--- config.mk ---
export PLATFORM = sky130hd
export DESIGN_NAME = gpd_front_flat
export DESIGN_NICKNAME = d
export VERILOG_FILES = /design/src/rtl/core/gpd_pkg.sv /design/src/rtl/core/gpd_if.sv /design/src/rtl/core/gpd_front.sv /design/src/flat_wrapper.sv
export SDC_FILE = /design/constraint.sdc
export NUM_CORES = 1
export LEC_CHECK = 0
export ABC_AREA = 0
export BUFFER_PORTS_ARGS = -buffer_cell sky130_fd_sc_hd__buf_2
export CAP_MARGIN = 40
export CORE_MARGIN = 2
export CORE_UTILIZATION = 54
export CTS_CLUSTER_DIAMETER = 30
export DETAILED_ROUTE_END_ITERATION = 7
export HOLD_SLACK_MARGIN = 0.08
export PLACE_DENSITY_LB_ADDON = 0.08
export REMOVE_ABC_BUFFERS = 1
export SLEW_MARGIN = 30
export SYNTH_ARGS = -nofsm -noshare
export SYNTH_HDL_FRONTEND = slang
export SYNTH_SLANG_ARGS = --single-unit
--- constraint.sdc ---
create_clock -name i_clk -period 4 [get_ports i_clk]
set_clock_uncertainty 0.1 [all_clocks]
set_input_delay 0.8 -clock i_clk [delete_from_list [all_inputs] [get_ports i_clk]]
set_output_delay 0.8 -clock i_clk [all_outputs]
set_load 0.01 [all_outputs]
--- src/rtl/core/gpd_pkg.sv ---
package gpd_pkg;

    localparam logic [7:0] SYNC_CHAR = 8'h44;
    localparam int         PKT_LEN   = 8;
    localparam int         FILL_W    = 3;
    localparam int         GAZE_W    = 18;

    localparam logic signed [GAZE_W-1:0] GAZE_OFFSET   = 18'sd4096;
    localparam logic signed [GAZE_W-1:0] NO_LOCK_VALUE = 18'sd99999;

    // byte 0 sits in the lowest lane
    typedef logic [PKT_LEN-1:0][7:0] t_packet;

endpackage

--- src/rtl/core/gpd_if.sv ---
interface gpd_rx_if;
    logic       valid;
    logic       ready;
    logic [7:0] rx_byte;

    modport source (output valid, output rx_byte, input ready);
    modport sink   (input valid, input rx_byte, output ready);
endinterface


--- src/rtl/core/gpd_front.sv ---
module gpd_front import gpd_pkg::*; (
    input  logic            i_clk,
    input  logic            i_rst_n,
    gpd_rx_if.sink          i_rx,
    output logic            o_push_valid,
    output t_packet         o_push_data,
    input  logic            i_push_ready
);

    logic              r_sync_seen;
    logic              r_in_packet;
    logic [FILL_W-1:0] r_fill;
    t_packet           r_bytes;

    logic              n_sync_seen;
    logic              n_in_packet;
    logic [FILL_W-1:0] n_fill;
    t_packet           n_bytes;

    logic accept;
    logic is_sync;
    logic is_data;
    logic last_slot;

    assign i_rx.ready = i_push_ready;
    assign accept     = i_rx.valid & i_rx.ready;
    assign is_sync    = (i_rx.rx_byte == SYNC_CHAR);
    assign is_data    = accept & ~is_sync & r_in_packet;
    assign last_slot  = (r_fill == FILL_W'(PKT_LEN - 1));

    always_comb begin
        n_sync_seen = r_sync_seen;
        n_in_packet = r_in_packet;
        n_fill      = r_fill;
        n_bytes     = r_bytes;
        if (accept && is_sync) begin
            // second sync byte starts a packet
            if (r_sync_seen) begin
                n_sync_seen = 1'b0;
                n_in_packet = 1'b1;
                n_fill      = '0;
            end else begin
                n_sync_seen = 1'b1;
            end
        end else if (is_data) begin
            n_bytes[r_fill] = i_rx.rx_byte;
            // hold at the last slot until the next start
            if (!last_slot) begin
                n_fill = r_fill + FILL_W'(1);
            end
        end
    end

    assign o_push_valid = is_data & last_slot;
    assign o_push_data  = n_bytes;

    always_ff @(posedge i_clk) begin
        if (!i_rst_n) begin
            r_sync_seen <= 1'b0;
            r_in_packet <= 1'b0;
            r_fill      <= '0;
        end else begin
            r_sync_seen <= n_sync_seen;
            r_in_packet <= n_in_packet;
            r_fill      <= n_fill;
        end
    end

    always_ff @(posedge i_clk) begin
        r_bytes <= n_bytes;
    end

endmodule

--- src/flat_wrapper.sv ---
// flat-port wrapper written by rule: the top's interface ports become plain ports
module gpd_front_flat import gpd_pkg::*;
  (i_clk, i_rst_n, o_push_valid, o_push_data, i_push_ready, i_rx_valid, i_rx_rx_byte, i_rx_ready);
  gpd_rx_if i_rx_i ();
  input  logic i_clk;
  input  logic i_rst_n;
  output logic o_push_valid;
  output t_packet o_push_data;
  input  logic i_push_ready;
  input wire logic [$bits(i_rx_i.valid)-1:0] i_rx_valid;
  input wire logic [$bits(i_rx_i.rx_byte)-1:0] i_rx_rx_byte;
  output wire logic [$bits(i_rx_i.ready)-1:0] i_rx_ready;
  assign i_rx_i.valid = i_rx_valid;
  assign i_rx_i.rx_byte = i_rx_rx_byte;
  assign i_rx_ready = i_rx_i.ready;
  gpd_front u_core (.i_clk(i_clk), .i_rst_n(i_rst_n), .i_rx(i_rx_i), .o_push_valid(o_push_valid), .o_push_data(o_push_data), .i_push_ready(i_push_ready));
endmodule
# == Word level (Yosys, flattened, before mapping) ==
# Index checks and enable logic that the tools add are counted.
# op_classes
addsub,1
n_lt_le_gt_ge,2
eq_ne,4
muxes,10
bitwise_logic,5
n_reduce_logical,5
# op_table
operator,count
two-way mux 64 bit,2
bitwise mux 64 bit,1
demux 8 bit (select 3 bit),1
two-way mux 3 bit,4
equality test 8 x 7 -> 1 bit (second input constant),1
two-way mux 8 bit,1
bitwise AND 1 bit,4
less-than comparator 3 x 4 -> 1 bit (second input constant),1
adder 3 x 1 -> 3 bit (second input constant),1
equality test 3 bit (second input constant),1
>= comparator 3 x 1 -> 1 bit (second input constant),1
AND reduction 3 bit,1
logical AND 1 bit,2
!= test 2 x 1 -> 1 bit (second input constant),1
!= test 2 bit (second input constant),1
AND reduction 2 bit,1
nonzero test 2 bit,1
two-way mux 1 bit,1
NOT 1 bit,1
# totals
ff_bits,69
inputBits,12

# == Longest topological paths before layout ==
# logic_depth
word_depth,7
mapped_depth,5
mapped_depth_nobuf,5

# == Worst setup path before layout ==
# No wires, ideal clock.
# synth_path
kind,input to output
start,input i_rx_rx_byte[5]
end,output o_push_data[10] (netlist name)
arrival_ps,2198
required_time_ps,3100
path_slack_ps,902
path_stages,5
path_cell_list,clkbuf_2 > nor4b_1 > buf_4 > a2111oi_4 > mux2_2
# synth_lines
element,line_no,text
"start, declared",flat_wrapper.sv:11,input wire logic [$bits(i_rx_i.rx_byte)-1:0] i_rx_rx_byte;
"end, declared",flat_wrapper.sv:8,output t_packet o_push_data;

==> run summary <==
top cells by area, synth: dfxtp_1, mux2_2, a2111oi_4
RSZ-0062 raised after global routing: no
outcome: complete, no violations
Worst setup EP type: primary output
final hold violation count: 0
drt via density: 5.12
DRT iter0 DRCs: 83
Clock Tree Root: clkbuf_8
Synth Instances: 188
Syn-to-layout area delta: 23.1%
Pre-Repair DR Iteration Count: 4
die area: 0.00547 mm²
biggest area consumer among synthesized cells: dfxtp_1
worst path arrival time: 2.64 ns
Max Transition Viols Final: 0
worst vdd ir: 0.307 mV
die height: 74.0 µm
via count: 1,734
PnR worst setup slack: 0.460 ns
Worst Path Max Fanout: 10
Worst EP required: 3.10 ns
worst hold path class: flip-flop to flip-flop
# Max-Cap Violations: 0
number of library cell types mapped by synthesis: 28
storage element area: 0.00138 mm²
diode count: 0
initial antenna violation count: 0
Synth top area share: 52.3%
row count: 25
CTS tree: yes
CTS H-tree lvls: 3
# resized after CTS: 0
Setup WS pre-CTS: 0.430 ns
GRT overflow: 0
FMAX: 0.282 GHz
CP max-delay cell: a2111oi_4
first-pass GRT wire length: 8.35 mm
yosys synthesis warning count: 0
Setup Fix Bufs, Post-CTS: 0
Yosys reg bits: 69
final setup violating endpoints: 0
fraction of layout cells with a size suffix above 1: 63.2%
delay-heaviest family, CP: buffers and inverters
sequential fraction of the synthesis area: 52.3%
Layout fillers: 363
Setup CP Type: input pin to primary output
total track usage: 20.9%
crit path buf inv count: 4
Multi-input gate area: 0.00118 mm²
Starting Density: 55.9%
CP Cell Sequence: buf_2 -> nor4b_2 -> buf_4 -> a2111oi_4 -> buf_4 -> mux2_2 -> buf_2
relative slew slack: 56.6%
WL met2: 2.52 mm
Syn Area/Cell: 14.1 µm²
Nets: 281
cts hold-fix bufs: 0
die width: 74.0 µm
Top Ports: 78
Final ANT Viol Nets: 0
DR WL met3: 296 µm
largest net degree at the start of global routing: 12
met1 wire length: 2.42 mm
vias in the first global route: 1,615
leakage power: 1.49 nW
Total Wirelength: 5.28 mm
worst-skew pair later-pin latency: 0.32 ns
worst slew pin tran: 0.651 ns
Post-synth EDFFs: 0
synth cell count leaders: dfxtp_1, mux2_2, a2111oi_4
Max Used Layer: met4
gp weighted congestion: 0.770
P per Cell Area: 374 mW/mm²
core area: 0.00472 mm²
CP peak stage delay: 0.52 ns
Inserted Clock Buffers: 9
Sink Count: 69
ys async rst share: 0%
Clock Tree Buf Depth: 2
commonest register cell after synthesis: dfxtp_1
time the worst path needs with I/O delays and setup: 3.54 ns
Mapped Area: 0.00264 mm²
drt wl/cell: 15.6 µm
Remaining DRCs: 0
CP Launch Type: input pin
HPWL Detailed: 3.62 mm
most numerous cell in the Yosys netlist: dfxtp_1
Tcrit/Tclk final: 88.5%
Clock transition at path regs: 0.07 ns
Buffers on Ports: 77
Setup TNS Final: 0 ns
[worst paths after layout]
| path | start | to | slack, ns | depth (start not counted) |
|---|---|---|---|---|
| worst max register to register | u_core.r_in_packet | u_core.r_bytes[17] | 1.87 | 3 |
| worst max-delay path | i_rx_rx_byte[6] | o_push_data[9] | 0.46 | 7 |
| worst min-delay path | u_core.r_bytes[30] | u_core.r_bytes[30] | 0.37 | 1 |
| worst min register to register | u_core.r_bytes[30] | u_core.r_bytes[30] | 0.37 | 1 |
[flip-flops by register name, summed over array words and instances (netlist names)]
signal              flops
u_core.r_bytes         64
u_core.r_fill           3
u_core.r_in_packet      1
u_core.r_sync_seen      1
[logic make-up after synthesis]
| group | after synthesis | synth area share [%] |
|---|---|---|
| multiplexers | 64 | 27.3 |
| adder cells (fa/ha/maj) | 2 | 0.947 |
| AND/OR/NAND/NOR | 17 | 4.59 |
| flip-flops | 69 | 52.3 |
| buffers and inverters | 17 | 3.60 |
| AO/OA/AOI/OAI | 19 | 11.3 |
[per-layer routing]
| metal | global-route usage (%) | up-vias |
|---|---|---|
| met5 | 0 | - |
| met4 | 8.48 | 0 |
| met3 | 6.10 | 7 |
| met1 | 27.2 | 826 |
| li1 | - | 846 |
| met2 | 32.7 | 55 |
[placed cells by master (no fill, tap or decap), types with 2 or more instances in the layout]
cell	n
clkbuf_8	11
nand2_1	5
nand2b_1	2
buf_2	77
a2111oi_4	7
dfxtp_1	69
o2111ai_1	3
or4b_1	2
clkinvlp_4	2
clkbuf_1	2
o31ai_1	4
ha_1	2
mux2_2	64
nor4b_2	2
buf_4	4
inv_1	4
[report_power, final]
part           leakage [nW]  internal, mW  total, mW  switching [mW]
Clock                0.0857         0.258      0.498           0.240
Combinational         0.853       0.00800     0.0307          0.0227
Sequential            0.555         0.687      0.687       0.0000108
Total                  1.49         0.953       1.22           0.262
[per-stage QoR]
stage | area, µm² | power [mW] | util [%] | hold slack [ns] | std cells
finish | 3250 | 1.22 | 68.9 | 0.371 | 339
global route | 3250 | 1.26 | 68.9 | 0.383 | 339
CTS | 3250 | 1.23 | 68.9 | 0.374 | 339
detailed placement | 3070 | 0.733 | 65.1 | 0.357 | 323
global placement | 3070 | 0.733 | 65.1 | 0.352 | 323
floorplan | 2560 | 0.709 | - | 0.351 | 175
[layout make-up]
class | count | area share [%]
clock buffer | 13 | 4.88
clock inverter | 3 | 0.615
inverter | 4 | 0.462
multi-input combinational | 102 | 36.2
sequential | 69 | 42.5
tap | 67 | 2.58
timing repair buffer | 81 | 12.8
[worst register-to-register path: cells and delay by family (launching register included)]
family	cells	cell delay, ns
flops	1	0.35
mux	1	0.43
compound gates	1	0.77
simple gates	1	0.37
Note: power is estimated with default switching activity, not from simulation.
