$ cat src/rtl/core/gpd_pkg.sv
package gpd_pkg;

    localparam logic [7:0] SYNC_CHAR = 8'h44;
    localparam int         PKT_LEN   = 8;
    localparam int         FILL_W    = 3;
    localparam int         GAZE_W    = 18;

    localparam logic signed [GAZE_W-1:0] GAZE_OFFSET   = 18'sd4096;
    localparam logic signed [GAZE_W-1:0] NO_LOCK_VALUE = 18'sd99999;

    // byte 0 sits in the lowest lane
    typedef logic [PKT_LEN-1:0][7:0] t_packet;

endpackage

$ cat src/rtl/core/gpd_queue.sv
module gpd_queue import gpd_pkg::*; #(
    parameter int DEPTH = 2
) (
    input  logic    i_clk,
    input  logic    i_rst_n,
    input  logic    i_push_valid,
    input  t_packet i_push_data,
    output logic    o_push_ready,
    output logic    o_pop_valid,
    output t_packet o_pop_data,
    input  logic    i_pop_ready
);

    localparam int PTR_W = (DEPTH > 1) ? $clog2(DEPTH) : 1;
    localparam int CNT_W = $clog2(DEPTH + 1);

    t_packet            r_mem [DEPTH];
    logic [PTR_W-1:0]   r_wr_ptr;
    logic [PTR_W-1:0]   r_rd_ptr;
    logic [CNT_W-1:0]   r_count;

    logic push;
    logic pop;

    assign o_push_ready = (r_count != CNT_W'(DEPTH));
    assign o_pop_valid  = (r_count != '0);
    assign o_pop_data   = r_mem[r_rd_ptr];
    assign push         = i_push_valid & o_push_ready;
    assign pop          = o_pop_valid & i_pop_ready;

    always_ff @(posedge i_clk) begin
        if (push) begin
            r_mem[r_wr_ptr] <= i_push_data;
        end
    end

    always_ff @(posedge i_clk) begin
        if (!i_rst_n) begin
            r_wr_ptr <= '0;
            r_rd_ptr <= '0;
            r_count  <= '0;
        end else begin
            if (push) begin
                r_wr_ptr <= (r_wr_ptr == PTR_W'(DEPTH - 1)) ? '0 : r_wr_ptr + PTR_W'(1);
            end
            if (pop) begin
                r_rd_ptr <= (r_rd_ptr == PTR_W'(DEPTH - 1)) ? '0 : r_rd_ptr + PTR_W'(1);
            end
            if (push && !pop) begin
                r_count <= r_count + CNT_W'(1);
            end else if (pop && !push) begin
                r_count <= r_count - CNT_W'(1);
            end
        end
    end

endmodule

$ cat config.mk
export PLATFORM = sky130hd
export DESIGN_NAME = gpd_queue
export DESIGN_NICKNAME = d
export VERILOG_FILES = /design/src/rtl/core/gpd_pkg.sv /design/src/rtl/core/gpd_queue.sv
export SDC_FILE = /design/constraint.sdc
export NUM_CORES = 1
export LEC_CHECK = 0
export BUFFER_PORTS_ARGS = -buffer_cell sky130_fd_sc_hd__buf_2
export CAP_MARGIN = 15
export CORE_MARGIN = 4
export CORE_UTILIZATION = 40
export CTS_CLUSTER_DIAMETER = 50
export CTS_CLUSTER_SIZE = 28
export DETAILED_ROUTE_END_ITERATION = 16
export PLACE_DENSITY = 0.75
export SETUP_SLACK_MARGIN = 0.3
export SYNTH_ARGS = -nofsm -noshare
export SYNTH_HDL_FRONTEND = slang
export SYNTH_SLANG_ARGS = --single-unit
$ cat constraint.sdc
create_clock -name i_clk -period 3 [get_ports i_clk]
set_input_delay 0 -clock i_clk [delete_from_list [all_inputs] [get_ports i_clk]]
set_output_delay 0 -clock i_clk [all_outputs]
set_load 0.05 [all_outputs]
# --- Word level (Yosys, flattened, before mapping) ---
# Memory sizes are Yosys's and may differ from the RTL's. A register that Yosys moved wholly into a read port is not among the register bits.
# Cells that the tools add are included.
classes:
  add_sub_neg: 4
  eq_ne: 1
  mux: 8
  n_bitwise: 2
  reduce_logical: 6
op_table:
  columns: ["cell", "count"]
  rows:
  - ["1-bit 2-to-1 mux", 6]
  - ["2-bit 2-to-1 mux", 2]
  - ["2-bit nonzero test", 2]
  - ["1-bit adder (second input constant)", 2]
  - ["2-bit by 1-bit adder with 2-bit output (second input constant)", 1]
  - ["1-bit bitwise AND", 2]
  - ["1-bit logical AND", 2]
  - ["1-bit logical NOT", 2]
  - ["2-bit inequality test (second input constant)", 1]
  - ["2-bit by 1-bit subtractor with 2-bit output (second input constant)", 1]
totals:
  register_bits: 4
  mem_bits_rw: 128
  inputBits: 68
  output_inout_bits: 66
  word_cells: 25
  n_memories: 1
mem_list:
  columns: ["memory", "depth", "width", "rd", "rd_ports_with_merged_regs", "wr", "line", "source"]
  rows:
  - ["r_mem", 2, 64, 1, 1, 1, "gpd_queue.sv:17", "t_packet r_mem [DEPTH];"]

# --- Logic depth before layout (Yosys ltp) ---
depth:
  ltp_word: 6
  mapped_depth: 6
  ltp_nobuf: 6

# --- Worst setup path before layout ---
# OpenSTA, ideal clock, no wires.
synth_timing:
  path_kind: "reg-to-reg"
  startpoint: "reg r_count[0]"
  endpoint: "mem r_mem[1][0] (netlist name) (enable)"
  setup_time_ns: 0.429
  arrival_time_ns: 2.236
  t_required_ns: 2.571
  path_slack_ns: 0.335
  stages_incl_launch_ff: 3
  n_path_buf: 0
  synth_period_minus_slack_ns: 2.665
  cell_sequence: "dfxtp_1 nand2b_4 and3_1"
synth_via:
  elab_chain_len: 4
synth_lines:
  columns: ["item", "line", "source"]
  rows:
  - ["from (decl)", "gpd_queue.sv:20", "logic [CNT_W-1:0] r_count;"]
  - ["from (signal assigned)", "gpd_queue.sv:50", "r_count <= r_count + CNT_W'(1);"]
  - ["from (signal assigned)", "gpd_queue.sv:52", "r_count <= r_count - CNT_W'(1);"]
  - ["2-bit inequality test", "gpd_queue.sv:25", "assign o_push_ready = (r_count != CNT_W'(DEPTH));"]
  - ["net o_push_ready", "gpd_queue.sv:8", "output logic o_push_ready,"]
  - ["1-bit bitwise AND", "gpd_queue.sv:28", "assign push = i_push_valid & o_push_ready;"]
  - ["1-bit 2-to-1 mux", "gpd_queue.sv:32", "if (push) begin"]
  - ["1-bit 2-to-1 mux (not written as such)", "gpd_queue.sv:33", "r_mem[r_wr_ptr] <= i_push_data;"]
  - ["to (decl)", "gpd_queue.sv:17", null]
# The timed path passes the listed nets, and every way through them passes these cells.

==> results_dict.tcl <==
set metrics [dict create \
    post_cts_resized 0 \
    die_area_um2 14000 \
    1st_iter_drt_viols 146 \
    p_clk_share_pct 31.7 \
    tritoncts "built" \
    syn-mean-instance-area_um2 21.8 \
    arrival_ns 2.13 \
    total_leakage_power_nw 2.65 \
    timing.critical_path.required_ns 3.00 \
    post_drt_wl_per_cell_um 16.5 \
    p_total_w 0.00669 \
    worst_setup_hold_path_clk_slew_ns 0.05 \
    synth_largest_type_area_fraction_pct 79.1 \
    globalRouteOverflowTotal 0 \
    grt_max_degree 51 \
    ctsHoldBuffers 66 \
    fin_tns_setup_ns 0 \
    drt_pre_antenna_iters 4 \
    dpl.hpwl_mm 5.85 \
    htree_num_levels 4 \
    post-synth-top-area-cell "sky130_fd_sc_hd__edfxtp_1" \
    cellPowerDensity_nw_per_um2 958 \
    initial_cell_density_of_the_core_pct 41.6 \
    vias_per_cell 4.64 \
    dp_worst_setup_slack_ns 1.26 \
    buffer_ports.inserted 133 \
    fin_worst_skew_ns 0.00508 \
    routed-via-count 2755 \
    num_io_pins 134 \
    yosys.cell_types.count 20 \
    core_um2 11700 \
    edff_count_synth 128 \
    timing.final.crit_share_pct 71.1 \
    synth.net_count 292 \
    synth_flop_cell "sky130_fd_sc_hd__edfxtp_1" \
    root_buffer "sky130_fd_sc_hd__clkbuf_16" \
    detail_route.wirelength_mm 9.81 \
    yosys_warnings 0 \
    cts.sinks 133 \
    path_max_fanout 36 \
    synth-seq-area-share_pct 81.2 \
    max_slew_margin_pct 51.2 \
    die-width_um 118 \
    end_kind "primary output" \
    critical_path.startpoint_type "register" \
    gp_routability_congestion 0.701 \
    sw_share_pct 34.9 \
    synth_most_common_cell "sky130_fd_sc_hd__edfxtp_1" \
    finalCriticalPeriod_ns 2.13 \
    clock_insertion_delay_worst_skew_ns 0.41 \
    synth_commonest_cells "sky130_fd_sc_hd__edfxtp_1 (128), sky130_fd_sc_hd__mux2_2 (64), sky130_fd_sc_hd__buf_4 (6), sky130_fd_sc_hd__dfxtp_1 (5), sky130_fd_sc_hd__and2_1 (4)" \
    ir_worst_vdd_mv 0.461 \
    power_frac_comb_pct 31.8 \
    r2r_cells 4 \
    max_slew.worst_pin.slew_ns 0.732 \
    post_route_cells_drive_above_1_share_pct 52.3 \
    hold-path-cell-count 4 \
    layout.nets 507 \
    postRouteAntennaNets 0 \
    min-delay-path-class "input port to register" \
    rsz0062_at_grt "false" \
    p_seq_share_pct 36.5 \
    net_switching_power_w 0.00234 \
    die_h_um 118 \
    p_int_w 0.00435 \
    via_count_of_the_first_global_routing_pass 3172 \
    finalMaxSlewViolations 0 \
    final-hold-violation-count 0 \
    antennaDiodeCount 0 \
    place.detailed.instances 496 \
    dpl_cell_area_um2 5710 \
    area_growth_syn_to_layout_pct 43.7 \
    synth_top_cells_by_area "sky130_fd_sc_hd__edfxtp_1 (79%), sky130_fd_sc_hd__mux2_2 (15%), sky130_fd_sc_hd__dfxtp_1 (2.1%)" \
    grt_antenna_before_repair 0 \
    achievable-frequency_mhz 469 \
    crit_type "register to primary output" \
    non_filler_cell_area_final_um2 6980 \
    synth.cell_area_um2 4860 \
    post_synth_inst_count 223 \
    cts-buffers-inserted 17 \
    cts.repair_timing.setup_buffer_count 0 \
    detail_route.drc_violations 0 \
    post-route-worst-setup-slack_ns 0.867 \
    total_of_max_cap_violations 0 \
    fillCellCount 875 \
    groute.usage.overall_pct 14.9 \
    report.final.setup_viol 0 \
    first_pass_grt_wire_length_mm 16.0 \
    layoutNonFillerInstCount 594 \
    clk_path_buf_depth 2 \
    status "finished, final reports clean" \
    rows 39 \
    postSynthRegisterBits 133 \
    synth-async-reset-ratio_pct 0 \
]
-- critical path: stages (launching register included) --
cell and delay (ns):
sky130_fd_sc_hd__dfxtp_2 0.80, sky130_fd_sc_hd__buf_12 0.31, sky130_fd_sc_hd__mux2_2 0.38, sky130_fd_sc_hd__buf_2 0.22
-- registers in the layout, indices dropped and copies added (netlist names), named ones only --
register  count
r_rd_ptr      1
r_mem       128
r_wr_ptr      1
r_count       2
-- path summary, 6_finish.rpt --
check	endpoint	start	slack, ns
setup / recovery	o_pop_data[16]	register	0.87
hold reg to reg	r_count[1]	r_count[1]	0.57
setup reg to reg	r_mem[0][32]	r_count[0]	1.27
hold / removal	register	i_pop_ready	0.06
-- metal layers --
layer	vias to the layer above	routed length (um)	GRT usage, %
li1	1311	-	-
met2	84	5010	25.2
met1	1342	4030	17.0
met3	18	541	5.21
met4	0	223	7.03
met5	-	0	0
-- power groups by stage --
stage | combinational, W | clock (W) | sequential [W]
after floorplan | 0.00168 | 0 | 0.00242
after global placement | 0.00205 | 0 | 0.00247
after detailed placement | 0.00207 | 0 | 0.00248
after CTS | 0.00214 | 0.00217 | 0.00245
after global routing | 0.00222 | 0.00226 | 0.00247
final | 0.00213 | 0.00212 | 0.00244
-- cell families (layout without fill, tap and decap cells) --
family          Yosys count  in the layout  synth area share, %
buf+inv                   8            236                 1.11
fa+ha+maj                 1              1                0.258
xor+xnor                  3              3                0.541
compound gates            5              5                0.721
flops                   133            133                 81.2
simple gates              9              9                 1.34
mux                      64             64                 14.8
-- metrics by stage --
step / hold WS (ns) / util [%]
2_1_floorplan: 0.0989 / -
3_3_place_gp: 0.188 / 49.0
3_5_place_dp: 0.191 / 49.0
4_1_cts: 0.0500 / 59.9
5_1_grt: 0.0773 / 59.9
6_report: 0.0617 / 59.9
-- layout make-up --
cell class,count,area [um2],share of cell area [%]
Tap cell,143,179,2.56
Inverter,1,3.75,0.0538
Multi-Input combinational cell,82,861,12.3
Clock buffer,17,425,6.09
Clock inverter,15,186,2.67
Sequential cell,133,3950,56.5
Timing Repair Buffer,203,1380,19.8
-- cell usage in the layout, fill, tap and decap left out --
cell	n
sky130_fd_sc_hd__nand2b_4	1
sky130_fd_sc_hd__a21boi_1	1
sky130_fd_sc_hd__xor2_1	1
sky130_fd_sc_hd__clkinv_1	3
sky130_fd_sc_hd__bufinv_16	4
sky130_fd_sc_hd__or2_2	1
sky130_fd_sc_hd__or3_1	1
sky130_fd_sc_hd__a21bo_2	1
sky130_fd_sc_hd__dfxtp_2	1
sky130_fd_sc_hd__buf_12	2
sky130_fd_sc_hd__o21ai_0	1
sky130_fd_sc_hd__mux2_2	64
sky130_fd_sc_hd__edfxtp_1	128
sky130_fd_sc_hd__xnor2_1	2
sky130_fd_sc_hd__clkbuf_16	17
sky130_fd_sc_hd__and2_1	4
sky130_fd_sc_hd__and3_2	1
sky130_fd_sc_hd__buf_4	2
sky130_fd_sc_hd__inv_2	1
sky130_fd_sc_hd__clkinv_2	3
sky130_fd_sc_hd__buf_2	133
sky130_fd_sc_hd__clkinvlp_4	3
sky130_fd_sc_hd__dlygate4sd3_1	66
sky130_fd_sc_hd__inv_6	1
sky130_fd_sc_hd__a21boi_0	1
sky130_fd_sc_hd__nand3b_1	1
sky130_fd_sc_hd__ha_1	1
sky130_fd_sc_hd__dfxtp_1	4
sky130_fd_sc_hd__clkinv_4	1
sky130_fd_sc_hd__o21ai_1	1
No activity file was read; power rests on OpenSTA's default activity.
